`src/rtl/efe_pkg.sv`:
```
// Shared types, codes and the CRC step function of the escaped frame encoder.
`default_nettype none
package efe_pkg;

  localparam int unsigned ByteW = 8;
  localparam int unsigned PendW = 7;
  localparam int unsigned CfgIdxW = 3;
  localparam int unsigned MaxOut = 3;
  localparam int unsigned CntW = 2;

  typedef enum logic [1:0] {
    REQ_START = 2'd0,
    REQ_DATA  = 2'd1,
    REQ_END   = 2'd2,
    REQ_SEQRST = 2'd3
  } req_e;

  typedef enum logic [CfgIdxW-1:0] {
    CFG_ESCAPE    = 3'd0,
    CFG_DATA0     = 3'd1,
    CFG_DATA1     = 3'd2,
    CFG_END       = 3'd3,
    CFG_PLAIN_XOR = 3'd4
  } cfg_idx_e;

  localparam logic [ByteW-1:0] EscapeReset = 8'hEF;
  localparam logic [ByteW-1:0] Data0Reset  = 8'h44;
  localparam logic [ByteW-1:0] Data1Reset  = 8'h31;
  localparam logic [ByteW-1:0] EndReset    = 8'hF0;

  // Bytes from this value up open an escape run.
  localparam logic [ByteW-1:0] EscOpenMin  = 8'hEF;
  // Bytes up to this value close an open run.
  localparam logic [ByteW-1:0] EscCloseMax = 8'h8F;
  localparam logic [ByteW-1:0] EscOffset   = 8'd16;
  localparam logic [ByteW-1:0] CrcPoly     = 8'h8C;

  // One byte of the reflected CRC-8 (poly 0x31), or a plain xor when selected.
  function automatic logic [ByteW-1:0] crc_step(input logic [ByteW-1:0] crc,
                                                input logic [ByteW-1:0] v,
                                                input logic plain);
    logic [ByteW-1:0] x;
    x = crc ^ v;
    if (!plain) begin
      for (int i = 0; i < ByteW; i++) begin
        x = x[0] ? ((x >> 1) ^ CrcPoly) : (x >> 1);
      end
    end
    return x;
  endfunction

endpackage
`default_nettype wire

```
`src/rtl/escaped_frame_encoder_crc8.sv`:
```
// Top level of the escaped frame encoder with CRC-8 trailer.
`default_nettype none
// A request is captured in an input register; once the result buffer is empty
// or handing out its last byte, it is encoded against the frame state and its
// output bytes, up to three, load a small result buffer that drains one byte
// per cycle while the output is ready. A new request is taken every cycle
// while the buffer keeps up: start and payload bytes give one output byte, a
// payload byte that flushes a pending character two, an end request up to
// three, and a sequence reset none. Configuration writes are always ready and
// should only be issued while the encoder is idle.
module escaped_frame_encoder_crc8 (
  input  wire                          clk_i,
  input  wire                          rst_ni,
  // Request stream.
  input  wire                          s_axis_tvalid,
  output logic                         s_axis_tready,
  input  wire  [efe_pkg::ByteW-1:0]    s_axis_tdata,   // [7:0] data_byte
  input  wire  [1:0]                   s_axis_tuser,   // [1:0] req_type
  // Encoded byte stream.
  output logic                         m_axis_tvalid,
  input  wire                          m_axis_tready,
  output logic [efe_pkg::ByteW-1:0]    m_axis_tdata,   // [7:0] out_byte
  output logic                         m_axis_tlast,   // last_of_run
  output logic                         m_axis_tuser,   // [0] frame_end
  // Configuration writes.
  input  wire                          cfg_valid_i,
  output logic                         cfg_ready_o,
  input  wire  [efe_pkg::CfgIdxW-1:0]  cfg_index_i,
  input  wire  [efe_pkg::ByteW-1:0]    cfg_data_i
);
  import efe_pkg::*;

  // Configuration registers.
  logic [ByteW-1:0] esc_code_q, d0_code_q, d1_code_q, end_code_q;
  logic             plain_q;

  // Input register.
  logic             in_vld_q;
  req_e             in_req_q;
  logic [ByteW-1:0] in_byte_q;

  // Frame state.
  logic [ByteW-1:0] crc_q, crc_d;
  logic             esc_q, esc_d;
  logic [PendW-1:0] pend_q, pend_d;
  logic             odd_q, odd_d;

  // Result buffer, drained from entry 0.
  logic [ByteW-1:0] obuf_q [MaxOut];
  logic [CntW-1:0]  rem_q;
  logic             end_q;

  logic [ByteW-1:0] res [MaxOut];
  logic [CntW-1:0]  res_n;
  logic             res_end;

  logic             out_fire, advance;

  // Encoding of one byte through the escape path.
  logic [ByteW-1:0] eb, enc_crc, eb_off;
  logic [ByteW-1:0] enc [2];
  logic [CntW-1:0]  enc_n;
  logic             enc_esc;
  logic [PendW-1:0] enc_pend;
  logic [ByteW-1:0] type_code;

  assign cfg_ready_o = 1'b1;

  assign out_fire      = m_axis_tvalid && m_axis_tready;
  assign advance       = in_vld_q && ((rem_q == '0) || ((rem_q == CntW'(1)) && out_fire));
  assign s_axis_tready = !in_vld_q || advance;

  assign m_axis_tvalid = (rem_q != '0);
  assign m_axis_tdata  = obuf_q[0];
  assign m_axis_tlast  = (rem_q == CntW'(1));
  assign m_axis_tuser  = end_q && (rem_q == CntW'(1));

  always_comb begin
    eb       = (in_req_q == REQ_END) ? crc_q : in_byte_q;
    eb_off   = eb - EscOffset;
    enc_crc  = crc_step(crc_q, eb, plain_q);
    enc[0]   = eb;
    enc[1]   = eb;
    enc_n    = CntW'(1);
    enc_esc  = esc_q;
    enc_pend = pend_q;
    if (!esc_q) begin
      if (eb >= EscOpenMin) begin
        enc[0]   = esc_code_q;
        enc_pend = eb_off[PendW-1:0];
        enc_esc  = 1'b1;
      end
    end else if (eb <= EscCloseMax) begin
      enc[0]  = {1'b0, pend_q};
      enc[1]  = eb;
      enc_n   = CntW'(2);
      enc_esc = 1'b0;
    end else begin
      // Still escaping: the held character goes out marked, this one waits.
      enc[0]   = {1'b1, pend_q};
      enc_pend = eb_off[PendW-1:0];
    end
  end

  always_comb begin
    type_code = odd_q ? d1_code_q : d0_code_q;
    res[0]    = enc[0];
    res[1]    = enc[1];
    res[2]    = end_code_q;
    res_n     = '0;
    res_end   = 1'b0;
    crc_d     = crc_q;
    esc_d     = esc_q;
    pend_d    = pend_q;
    odd_d     = odd_q;
    unique case (in_req_q)
      REQ_START: begin
        res[0] = type_code;
        res_n  = CntW'(1);
        esc_d  = 1'b0;
        pend_d = '0;
        crc_d  = crc_step('0, type_code, plain_q);
      end
      REQ_DATA: begin
        res_n  = enc_n;
        crc_d  = enc_crc;
        esc_d  = enc_esc;
        pend_d = enc_pend;
      end
      REQ_END: begin
        res_end = 1'b1;
        crc_d   = enc_crc;
        esc_d   = 1'b0;
        pend_d  = enc_pend;
        odd_d   = !odd_q;
        if (enc_esc) begin
          // Flush the held character ahead of the terminator.
          res[1] = {1'b0, enc_pend};
          res_n  = CntW'(3);
        end else if (enc_n == CntW'(2)) begin
          res_n  = CntW'(3);
        end else begin
          res[1] = end_code_q;
          res_n  = CntW'(2);
        end
      end
      REQ_SEQRST: begin
        odd_d = 1'b0;
      end
      default: begin
        res_n = '0;
      end
    endcase
  end

  always_ff @(posedge clk_i or negedge rst_ni) begin
    if (!rst_ni) begin
      esc_code_q <= EscapeReset;
      d0_code_q  <= Data0Reset;
      d1_code_q  <= Data1Reset;
      end_code_q <= EndReset;
      plain_q    <= 1'b0;
      in_vld_q   <= 1'b0;
      in_req_q   <= REQ_START;
      crc_q      <= '0;
      esc_q      <= 1'b0;
      pend_q     <= '0;
      odd_q      <= 1'b0;
      rem_q      <= '0;
      end_q      <= 1'b0;
    end else begin
      if (cfg_valid_i && cfg_ready_o) begin
        unique case (cfg_index_i)
          CFG_ESCAPE:    esc_code_q <= cfg_data_i;
          CFG_DATA0:     d0_code_q  <= cfg_data_i;
          CFG_DATA1:     d1_code_q  <= cfg_data_i;
          CFG_END:       end_code_q <= cfg_data_i;
          CFG_PLAIN_XOR: plain_q    <= cfg_data_i[0];
          default:       ;
        endcase
      end

      if (s_axis_tvalid && s_axis_tready) begin
        in_vld_q <= 1'b1;
        in_req_q <= req_e'(s_axis_tuser);
      end else if (advance) begin
        in_vld_q <= 1'b0;
      end

      if (advance) begin
        crc_q  <= crc_d;
        esc_q  <= esc_d;
        pend_q <= pend_d;
        odd_q  <= odd_d;
        rem_q  <= res_n;
        end_q  <= res_end;
      end else if (out_fire) begin
        rem_q  <= rem_q - CntW'(1);
      end
    end
  end

  // Payload registers.
  always_ff @(posedge clk_i) begin
    if (s_axis_tvalid && s_axis_tready) begin
      in_byte_q <= s_axis_tdata;
    end
    if (advance) begin
      for (int i = 0; i < MaxOut; i++) begin
        obuf_q[i] <= res[i];
      end
    end else if (out_fire) begin
      obuf_q[0] <= obuf_q[1];
      obuf_q[1] <= obuf_q[2];
    end
  end

endmodule
`default_nettype wire

```
`config.mk`:
```
export PLATFORM = sky130hd
export DESIGN_NAME = escaped_frame_encoder_crc8
export DESIGN_NICKNAME = d
export VERILOG_FILES = /design/src/rtl/efe_pkg.sv /design/src/rtl/escaped_frame_encoder_crc8.sv
export SDC_FILE = /design/constraint.sdc
export NUM_CORES = 1
export LEC_CHECK = 0
export BUFFER_PORTS_ARGS = -buffer_cell sky130_fd_sc_hd__buf_2
export CAP_MARGIN = 20
export CORE_MARGIN = 2
export CORE_UTILIZATION = 30
export DETAILED_ROUTE_END_ITERATION = 12
export HOLD_SLACK_MARGIN = 0.02
export PLACE_DENSITY = 0.55
export SYNTH_ARGS = -nofsm -noshare
export SYNTH_HDL_FRONTEND = slang
export SYNTH_SLANG_ARGS = --single-unit
```
`constraint.sdc`:
```
create_clock -name clk_i -period 2.15 [get_ports clk_i]
set_input_delay 0.215 -clock clk_i [delete_from_list [all_inputs] [get_ports clk_i]]
set_output_delay 0.215 -clock clk_i [all_outputs]
set_load 0.005 [all_outputs]
```
==> qor.csv, run 1 <==
metric,value,unit
Post-route DRC,0,
Post-Route Skew,0.00958,ns
antenna fix cells,0,
run status,finished with violations,
width of the chip,132,um
switching power share of the total,39.4,%
violation count after the first detailed-route iteration,286,
pwr dens,1630,nW/um^2
"wirelength, routed",13.5,mm
worst min-delay path category,primary input to asynchronous set/reset pin,
"Avg Cell Area, Syn",10.8,um^2
net switching component of the power,3.97,mW
core utilization of the finished layout,38.7,%
count of cell instances traversed by the critical path,9,
arrival time at the worst endpoint,2.29,ns
number of endpoints with negative hold slack in the final report,1,
maximum net fanout on the critical path,8,
area of the mapped netlist,4920,um^2
count of different cell masters after synthesis,54,
"antenna viol nets, final",0,
VDD IR max,463,uV
required time of the worst setup path,2.25,ns
largest cells by area after synthesis,"sky130_fd_sc_hd__dfrtp_1 20%, sky130_fd_sc_hd__edfxtp_1 20%, sky130_fd_sc_hd__dfstp_2 8.5%",
IO Port Bufs,37,
number of filler cells placed in the layout,1585,
PnR worst setup slack,-0.0413,ns
HPWL Detailed,9.86,mm
TritonCTS clock tree,built,
CP cell instances,inv_2 -> ha_4 -> mux2_4 -> a31oi_4 -> a21o_1 -> buf_12 -> mux2i_1 -> o21ai_1 -> a22o_1,
share of final-layout standard cells stronger than drive strength 1,31.5,%
Reg area,2380,um^2
Period minus WS final,2.19,ns
mean routed wirelength per cell,17.9,um
number of global-route vias before repair,3827,
multi-input gate area in the final layout,2440,um^2
Final Max Tran Viols,0,
later-pin clock latency in the skew report,0.35,ns
"Net Count, Synth",486,
launching element type of the critical path,flop,
Mapped Cells,454,
RSZ-0062 raised after global routing,true,
internal power,6.09,mW
Post-DP Area,5700,um^2
reg2reg path depth,9,
post-route cell area,6170,um^2
hold buffer count at cts,0,
end of the critical path,obuf_q[0][0],
antenna violations before repair,0,
gpl congestion,0.885,
WP buf/inv,2,
worst setup slack for register-to-register paths,-0.04,ns
maximum cell stage delay along the critical path,0.38,ns
sequential fraction of the synthesis area,48.4,%
endpoint of the lowest-slack register-to-register path,obuf_q[0][0],
Final setup viols,10,
length of the first detailed-routing pass in iterations,5,
async set-or-reset flop fraction in the synthesized netlist,63.6,%
gate family responsible for the most delay along the worst path,compound AO/OA/AOI/OAI gates,
# H-tree levels,3,
top-level port count,39,
area growth from synthesis to final layout,25.4,%
power share of the clock group,15.0,%
Inserted Clock Buffers,9,
RR Startpoint,in_req_q[0],
placeable core area,15900,um^2
sequential group share of total power,30.1,%
origin of the worst setup path,in_req_q[0],
Critical Setup Path Class,flop to flop,
Logic pwr share,54.9,%
share of the synthesized area in the top cell type,20.3,%
maximum achievable frequency,456,MHz
largest net degree at the start of global routing,57,
Maximum Capacitance Violations,0,
CTS clock-pin slew for the worst setup and hold paths,0.07,ns
number of synthesized register bits,88,
final-layout worst hold slack,-0.00243,ns
wire length of the first global-routing pass,21.4,mm
cell at the root of the clock tree,sky130_fd_sc_hd__clkbuf_16,
drt via density,4.97,
initial cell density of the core,30.9,%
Post-layout nets,567,
worst-margin pin slew,0.784,ns
Worst Setup End Kind,flop,
via total after detailed routing,3755,
die height,132,um
number of enable flip-flop cells after synthesis,32,
LEAKAGE,2.59,nW
area of the die,17400,um^2
Synth Flop Type,sky130_fd_sc_hd__dfrtp_1,
gr ovfl total,0,
violations in the final reports,"negative hold slack, negative setup slack",
Slew Limit Headroom,47.7,%
final clock period utilization by the worst path,102,%
Clock Tree Buf Depth,2,
num rows,46,
post-synth top area cell,sky130_fd_sc_hd__dfrtp_1,
clock sink total,88,
Synth Warn #,0,
overall track demand over capacity in global routing,15.9,%
crit path max-delay cell type,sky130_fd_sc_hd__dfrtp_1,
==> placed cells by master, fill, tap and decap left out, types with 7 or more instances in the layout <==
cell / count
sky130_fd_sc_hd__nand2_1: 29
sky130_fd_sc_hd__clkbuf_16: 9
sky130_fd_sc_hd__inv_1: 16
sky130_fd_sc_hd__buf_4: 62
sky130_fd_sc_hd__nor2_1: 26
sky130_fd_sc_hd__dfstp_2: 16
sky130_fd_sc_hd__edfxtp_1: 32
sky130_fd_sc_hd__a21oi_1: 29
sky130_fd_sc_hd__dfrtp_1: 39
sky130_fd_sc_hd__xnor2_1: 27
sky130_fd_sc_hd__mux2i_1: 18
sky130_fd_sc_hd__o22ai_1: 8
sky130_fd_sc_hd__buf_2: 37
sky130_fd_sc_hd__xor2_1: 8
sky130_fd_sc_hd__o21ai_0: 10
sky130_fd_sc_hd__a22o_1: 7
sky130_fd_sc_hd__o21ai_1: 25
sky130_fd_sc_hd__mux2_1: 29
==> power by group through the flow <==
stage                     Combinational (mW)  Sequential, mW  Clock (mW)
after floorplan                         3.65            2.82           0
after global placement                  5.11            3.02           0
after detailed placement                5.16            3.04           0
after CTS                               5.34            3.01        1.55
after global routing                    6.04            3.09        1.61
final                                   5.52            3.03        1.51
==> state kept, by name, indices dropped and copies added (netlist names), 2 cells and up <==
name and count:
end_code_q 8, d0_code_q 8, esc_code_q 8, pend_q 7
in_byte_q 8, crc_q 8, in_req_q 2, d1_code_q 8
rem_q 2, obuf_q 24
==> cell type report <==
class / instances / area share [%]
Timing Repair Buffer: 104 / 11.7
Tap cell: 216 / 4.38
Clock inverter: 5 / 0.649
Multi-Input combinational cell: 314 / 39.5
Sequential cell: 88 / 38.6
Clock buffer: 11 / 3.94
Inverter: 18 / 1.10
==> worst register-to-register path, stage by stage, from the launching register on <==
cell and delay [ns]:
sky130_fd_sc_hd__dfrtp_1 0.38, sky130_fd_sc_hd__inv_2 0.08, sky130_fd_sc_hd__ha_4 0.19, sky130_fd_sc_hd__mux2_4 0.34, sky130_fd_sc_hd__a31oi_4 0.17, sky130_fd_sc_hd__a21o_1 0.18
sky130_fd_sc_hd__buf_12 0.14, sky130_fd_sc_hd__mux2i_1 0.19, sky130_fd_sc_hd__o21ai_1 0.08, sky130_fd_sc_hd__a22o_1 0.19
==> per-layer routing <==
| metal | global-route usage (%) | routed length, um | vias to the layer above |
|---|---|---|---|
| li1 | - | - | 1789 |
| met1 | 20.4 | 6060 | 1865 |
| met2 | 27.0 | 6640 | 84 |
| met3 | 2.88 | 497 | 17 |
| met4 | 5.80 | 312 | 0 |
| met5 | 0 | 0 | - |
==> cells in the mapped netlist (4+ instances only) <==
master                     count
sky130_fd_sc_hd__inv_1        17
sky130_fd_sc_hd__ha_1          6
sky130_fd_sc_hd__a21oi_1      32
sky130_fd_sc_hd__mux2_1       32
sky130_fd_sc_hd__buf_4         9
sky130_fd_sc_hd__a31oi_1       5
sky130_fd_sc_hd__nor3b_1       5
sky130_fd_sc_hd__nand2_1      29
sky130_fd_sc_hd__xnor3_1       5
sky130_fd_sc_hd__o21ai_1      27
sky130_fd_sc_hd__o21a_1        5
sky130_fd_sc_hd__clkbuf_1     19
sky130_fd_sc_hd__o21ai_0      11
sky130_fd_sc_hd__dfstp_2      16
sky130_fd_sc_hd__xor2_1        8
sky130_fd_sc_hd__nand2b_1      6
sky130_fd_sc_hd__mux2_2        4
sky130_fd_sc_hd__o22ai_1       8
sky130_fd_sc_hd__xnor2_1      28
sky130_fd_sc_hd__buf_2         4
sky130_fd_sc_hd__a211oi_1      5
sky130_fd_sc_hd__edfxtp_1     32
sky130_fd_sc_hd__nor3_1        4
sky130_fd_sc_hd__nor2_1       26
sky130_fd_sc_hd__dfrtp_1      40
sky130_fd_sc_hd__a22o_1        7
sky130_fd_sc_hd__and2_1        5
sky130_fd_sc_hd__mux2i_1      18
==> logic make-up after synthesis <==
family	synth area share [%]
other cells	0.0762
xor+xnor	8.70
mux	12.8
flops	48.4
fa+ha+maj	1.53
compound gates	15.3
buf+inv	4.76
simple gates	8.44
==> metrics by stage <==
| stage | power (mW) | std cells | TNS (ns) | setup WS (ns) |
|---|---|---|---|---|
| 3_3_place_gp | 8.14 | 731 | -0.552 | -0.0645 |
| 6_report | 10.1 | 756 | -0.214 | -0.0413 |
| 4_1_cts | 9.90 | 752 | -0.0261 | -0.00889 |
| 5_1_grt | 10.7 | 756 | -2.33 | -0.262 |
| 3_5_place_dp | 8.19 | 731 | -1.58 | -0.171 |
| 2_1_floorplan | 6.46 | 454 | -0.0650 | -0.0650 |
==> worst min path at each step <==
stage	end	depth (start not counted)	start	slack [ns]
3_5_place_dp	in_byte_q[1]	1	s_axis_tdata[1]	0.39
5_1_grt	in_byte_q[0]	1	s_axis_tdata[0]	0.04
3_3_place_gp	in_byte_q[3]	1	s_axis_tdata[3]	0.40
4_1_cts	in_byte_q[1]	1	s_axis_tdata[1]	0.04
2_1_floorplan	crc_q[0]	0	rst_ni	-0.08
6_report	rem_q[0]	2	rst_ni	-0.002
==> timing repair <==
action	in CTS	in global routing
hold endpoints to repair	0	0
pin swaps	9	16
endpoints found under the setup margin	24	28
gates resized for setup	15	15
buffers inserted	5	4
Power figures use the tool's default switching activity.
==> inputs of run 2 (changes only) <==
MAX_ROUTING_LAYER = met4   (was unset)
REMOVE_ABC_BUFFERS = 1   (was unset)
==> run 2 against run 1 <==
Against the previous run: the flow finishes with violations (negative setup slack); worst hold slack better by 0.044 ns; critical path depth shrank 1; fmax grew 0.67%; sequential share of layout area shrank 0.69 points; power up 0.63%; non-clock buffer count grew 1; global-route usage grew 0.54 points; flip-flop and latch count unchanged; die area unchanged; utilization grew 0.68 points; first-iteration DRC count is 6.6% higher; critical path type unchanged; largest cell class unchanged; highest routed layer unchanged.
==> qor.csv, run 2 (synthesized netlist as in run 1, its figures left out) <==
metric,value,unit,change
run status,finished with violations,,
violations in the final reports,negative setup slack,,
pwr dens,1610,nW/um^2,-1.1%
Post-Route Skew,0.00854,ns,-0.00104 ns
"antenna viol nets, final",0,,unchanged
crit path max-delay cell type,sky130_fd_sc_hd__dfrtp_1,,
required time of the worst setup path,2.25,ns,about the same
mean routed wirelength per cell,18.0,um,+0.74%
Top reg by flops,obuf_q,,
die height,132,um,unchanged
LEAKAGE,2.60,nW,+0.59%
Clock Tree Buf Depth,2,,unchanged
largest net degree at the start of global routing,23,,-60%
Period minus WS final,2.18,ns,-0.0146 ns
final-layout worst hold slack,0.0414,ns,+0.0438 ns
sequential group share of total power,29.8,%,-0.3 points
Worst Setup End Kind,flop,,
"top library cells by usage in the layout, fill and taps aside","55 x sky130_fd_sc_hd__buf_4, 40 x sky130_fd_sc_hd__dfrtp_1, 37 x sky130_fd_sc_hd__buf_2",,
CTS clock-pin slew for the worst setup and hold paths,0.06,ns,about the same
drt via density,5.01,,+0.85%
cell at the root of the clock tree,sky130_fd_sc_hd__clkbuf_16,,
num rows,46,,unchanged
overall power consumption,10.1,mW,+0.63%
gate family responsible for the most delay along the worst path,compound AO/OA/AOI/OAI gates,,
placeable core area,15900,um^2,unchanged
Inserted Clock Buffers,9,,unchanged
wire length of the first global-routing pass,21.4,mm,about the same
net switching component of the power,4.02,mW,+1.4%
gpl congestion,0.945,,+6.8%
WP buf/inv,2,,unchanged
later-pin clock latency in the skew report,0.35,ns,about the same
Maximum Capacitance Violations,0,,unchanged
initial cell density of the core,30.9,%,unchanged
internal power,6.10,mW,+0.12%
VDD IR max,571,uV,+23%
antenna violations before repair,0,,unchanged
# H-tree levels,3,,unchanged
"wirelength, routed",13.6,mm,+0.87%
via total after detailed routing,3792,,+0.99%
overall track demand over capacity in global routing,16.5,%,+0.54 points
Logic pwr share,55.7,%,+0.8 points
antenna fix cells,0,,unchanged
Final setup viols,8,,-2
length of the first detailed-routing pass in iterations,5,,unchanged
"commonest non-fill, non-tap cell in the layout",sky130_fd_sc_hd__buf_4,,
maximum cell stage delay along the critical path,0.42,ns,+0.04 ns
Final Max Tran Viols,0,,unchanged
IO Port Bufs,37,,unchanged
Slew Limit Headroom,53.1,%,+5.4 points
clock sink total,88,,unchanged
top-level port count,39,,unchanged
power share of the clock group,14.5,%,-0.5 points
Post-route DRC,0,,unchanged
gr ovfl total,0,,unchanged
Post-layout nets,568,,+0.18%
worst min-delay path category,primary input to flop,,
Critical Setup Path Class,flop to flop,,
final clock period utilization by the worst path,101,%,-0.68 points
share of final-layout standard cells stronger than drive strength 1,32.9,%,+1.4 points
violation count after the first detailed-route iteration,305,,+6.6%
core utilization of the finished layout,39.4,%,+0.68 points
area growth from synthesis to final layout,27.6,%,
HPWL Detailed,10.2,mm,+2.9%
CP cell instances,ha_4 -> buf_6 -> nand3b_1 -> a21o_1 -> buf_4 -> a221oi_2 -> a2111oi_0 -> a221o_1,,
maximum achievable frequency,459,MHz,+0.67%
maximum net fanout on the critical path,4,,-4
RSZ-0062 raised after global routing,true,,
number of global-route vias before repair,3804,,-0.60%
arrival time at the worst endpoint,2.28,ns,about the same
PnR worst setup slack,-0.0268,ns,+0.0146 ns
area of the die,17400,um^2,unchanged
TritonCTS clock tree,built,,
post-route cell area,6280,um^2,+1.8%
number of endpoints with negative hold slack in the final report,0,,-1
Post-DP Area,5650,um^2,-0.79%
switching power share of the total,39.7,%,+0.31 points
Largest register FFs,24,,unchanged
width of the chip,132,um,unchanged
worst-margin pin slew,0.704,ns,-0.0809 ns
launching element type of the critical path,flop,,
run 2: cell count changes in the layout (fill, tap and decap cells not counted), sizes merged:
cell,change
clkbuf,-1
clkinv,+1
dlygate4sd3,+1
run 2: what timing repair did:
item / in CTS / in global routing
resized for setup: 15 / 42
pin swaps: 6 / 19
gates cloned: 0 / 2
setup endpoints to repair: 22 / 27
hold buffers: 1 / 0
buffers inserted: 7 / 4
endpoints found under the hold margin: 15 / 0
run 2: cell type report:
class / count / area [um^2]
fill: 1585 / 9670
multi-input combinational: 314 / 2510
sequential: 88 / 2380
timing repair buffer: 105 / 769
tap: 216 / 270
clock buffer: 10 / 229
inverter: 18 / 68.8
clock inverter: 6 / 42.5
run 2: path summary, 6_finish.rpt:
kind	to	slack, ns	cells past startpoint	from
setup / recovery	obuf_q[0][4]	-0.03	8	in_req_q[1]
hold / removal	in_byte_q[0]	0.04	1	s_axis_tdata[0]
setup reg to reg	obuf_q[0][4]	-0.03	8	in_req_q[1]
hold reg to reg	d1_code_q[7]	0.49	1	d1_code_q[7]
max in group asynchronous	end_code_q[4]	1.04	3	rst_ni
min in group asynchronous	crc_q[6]	0.37	2	rst_ni
run 2: power by group through the flow:
stage               Clock, mW  Combinational [mW]  Sequential [mW]
floorplan                   0                3.28             2.92
global placement            0                5.03             3.00
detailed placement          0                5.06             3.01
CTS                      1.51                5.27             2.99
global route             1.56                6.15             3.09
finish                   1.47                5.63             3.02
run 2: layer usage:
| layer | GRT usage [%] | part of all wire, % |
|---|---|---|
| met1 | 21.3 | 46 |
| met2 | 25.9 | 47 |
| met3 | 2.23 | 3.7 |
| met4 | 7.13 | 3.1 |
| met5 | - | 0 |
run 2: stage by stage:
stage                     setup TNS, ns  worst slack [ns]  instances
after global placement            -1.15            -0.115        727
after CTS                       -0.0645           -0.0186        751
final                            -0.111           -0.0268        757
after global routing              -1.05           -0.0916        757
after floorplan                  -14.34            -0.688        420
after detailed placement          -1.46            -0.150        727
==> inputs of run 3 (changes only) <==
MAX_ROUTING_LAYER = unset   (was met4)
PLACE_DENSITY = 0.54   (was 0.55)
TNS_END_PERCENT = 10   (was unset)
clock period = 2.2 ns   (was 2.15 ns; I/O delays follow)
==> run 3 against run 2 <==
Against the previous run: the run still ends with negative setup slack left; worst hold slack gained 0.0012 ns; flip-flop and latch count did not move; routed wire length is 5.5% lower; power down 4.2%; sequential power down 3%; combinational power down 8.0%; sequential share of layout area up 1.1 points; clock skew shrank 0.0041 ns; global-route usage fell by 1.1 points; final cell count down 1.6%; critical endpoint is now obuf_q[0][6]; largest power group unchanged.
==> qor.csv, run 3 (synthesized netlist as in run 1, its figures left out) <==
metric,value,unit,change
Maximum Capacitance Violations,0,,unchanged
antenna fix cells,0,,unchanged
die height,132,um,unchanged
HPWL Detailed,9.70,mm,-4.4%
LEAKAGE,2.52,nW,-3.2%
Post-route DRC,0,,unchanged
Worst Setup End Kind,flop,,
Clock Tree Buf Depth,2,,unchanged
Critical Setup Path Class,flop to flop,,
maximum achievable frequency,452,MHz,-1.6%
Top reg by flops,obuf_q,,
PnR worst setup slack,-0.0113,ns,+0.0155 ns
pwr dens,1590,nW/um^2,-1.5%
Final Max Tran Viols,0,,unchanged
run status,finished with violations,,
number of endpoints with negative hold slack in the final report,0,,unchanged
length of the first detailed-routing pass in iterations,6,,+1
clock sink total,88,,unchanged
area growth from synthesis to final layout,24.1,%,
final clock period utilization by the worst path,101,%,-0.73 points
later-pin clock latency in the skew report,0.35,ns,about the same
VDD IR max,535,uV,-6.3%
area of the die,17400,um^2,unchanged
worst min-delay path category,primary input to flop,,
num rows,46,,unchanged
maximum net fanout on the critical path,6,,+2
"top library cells by usage in the layout, fill and taps aside","49 x sky130_fd_sc_hd__buf_4, 40 x sky130_fd_sc_hd__dfrtp_1, 38 x sky130_fd_sc_hd__buf_2",,
TritonCTS clock tree,built,,
gpl congestion,0.926,,-2.0%
Post-DP Area,5610,um^2,-0.75%
CTS clock-pin slew for the worst setup and hold paths,0.06,ns,about the same
arrival time at the worst endpoint,2.31,ns,+0.03 ns
post-place setup slack,-0.108,ns,+0.0412 ns
Post-Route Skew,0.00448,ns,-0.00407 ns
drt via density,4.99,,-0.43%
violations in the final reports,negative setup slack,,
"wirelength, routed",12.9,mm,-5.5%
post-route cell area,6100,um^2,-2.7%
launching element type of the critical path,flop,,
worst-margin pin slew,0.685,ns,-0.0189 ns
largest net degree at the start of global routing,22,,-4.3%
# H-tree levels,3,,unchanged
width of the chip,132,um,unchanged
number of global-route vias before repair,3831,,+0.71%
violation count after the first detailed-route iteration,241,,-21%
share of final-layout standard cells stronger than drive strength 1,28.7,%,-4.2 points
overall track demand over capacity in global routing,15.3,%,-1.1 points
cell at the root of the clock tree,sky130_fd_sc_hd__clkbuf_16,,
via total after detailed routing,3716,,-2.0%
required time of the worst setup path,2.30,ns,+0.05 ns
"commonest non-fill, non-tap cell in the layout",sky130_fd_sc_hd__buf_4,,
Largest register FFs,24,,unchanged
RSZ-0062 raised after global routing,true,,
"antenna viol nets, final",0,,unchanged
Post-layout nets,556,,-2.1%
placeable core area,15900,um^2,unchanged
initial cell density of the core,30.9,%,unchanged
Inserted Clock Buffers,9,,unchanged
Period minus WS final,2.21,ns,+0.0345 ns
gr ovfl total,0,,unchanged
Final setup viols,3,,-5
top-level port count,39,,unchanged
overall power consumption,9.69,mW,-4.2%
wire length of the first global-routing pass,20.9,mm,-2.3%
Slew Limit Headroom,54.4,%,+1.3 points
final-layout worst hold slack,0.0425,ns,+0.00116 ns
mean routed wirelength per cell,17.3,um,-3.9%
IO Port Bufs,37,,unchanged
antenna violations before repair,0,,unchanged
[run 3: cell type report]
cell class / count / area (um^2)
repair buffers: 93 / 642
flip-flops and latches: 88 / 2380
well taps: 216 / 270
multi-input cells: 314 / 2430
clock inverters: 4 / 51.3
inverters: 18 / 67.6
clock buffers: 12 / 258
fillers: 1575 / 9840
[run 3: per-layer routing]
metal	part of all wire, %	track usage [%]	wire, um	vias up
met5	0	0	0	-
met2	47	24.4	6090	103
met1	45	20.3	5750	1825
met4	2.7	6.64	354	0
met3	5.3	3.11	688	24
li1	-	-	-	1764
[run 3: stage by stage]
stage	utilization [%]	cells	setup TNS, ns
after floorplan	-	420	-12.94
after global placement	35.2	723	-0.791
after detailed placement	35.2	723	-1.20
after CTS	37.6	744	-0.00295
after global routing	38.3	745	-1.05
final	38.3	745	-0.0204
[run 3: critical path: stages (launching register included)]
cell and delay, ns:
sky130_fd_sc_hd__dfrtp_1 0.42, sky130_fd_sc_hd__ha_4 0.20, sky130_fd_sc_hd__buf_6 0.13, sky130_fd_sc_hd__nand3b_1 0.15, sky130_fd_sc_hd__a21o_1 0.23, sky130_fd_sc_hd__a21o_4 0.22, sky130_fd_sc_hd__buf_12 0.13, sky130_fd_sc_hd__buf_4 0.14
sky130_fd_sc_hd__nor2_2 0.07, sky130_fd_sc_hd__o31ai_1 0.07, sky130_fd_sc_hd__a22o_1 0.19
[run 3: final timing paths]
kind | end | slack (ns) | cells past startpoint | startpoint
max in group asynchronous | end_code_q[7] | 1.14 | 3 | rst_ni
min | in_byte_q[4] | 0.04 | 1 | s_axis_tdata[4]
min in group asynchronous | odd_q | 0.36 | 2 | rst_ni
min reg2reg | d1_code_q[7] | 0.49 | 1 | d1_code_q[7]
max | obuf_q[0][6] | -0.01 | 10 | in_req_q[1]
max reg2reg | obuf_q[0][6] | -0.01 | 10 | in_req_q[1]
[run 3: report_power, final]
part / internal [mW] / total, mW / switching [mW]
Clock: 0.950 / 1.59 / 0.642
Combinational: 2.53 / 5.18 / 2.65
Sequential: 2.46 / 2.92 / 0.462
Total: 5.94 / 9.69 / 3.75
[run 3: repair_timing]
| item | CTS | global route |
|---|---|---|
| setup buffers | 3 | 1 |
| gates resized for setup | 10 | 23 |
| hold endpoints to repair | 14 | 0 |
| cloned | 1 | 0 |
| pin swaps | 5 | 16 |
| endpoints found under the setup margin | 25 | 26 |
| hold buffers | 1 | 0 |
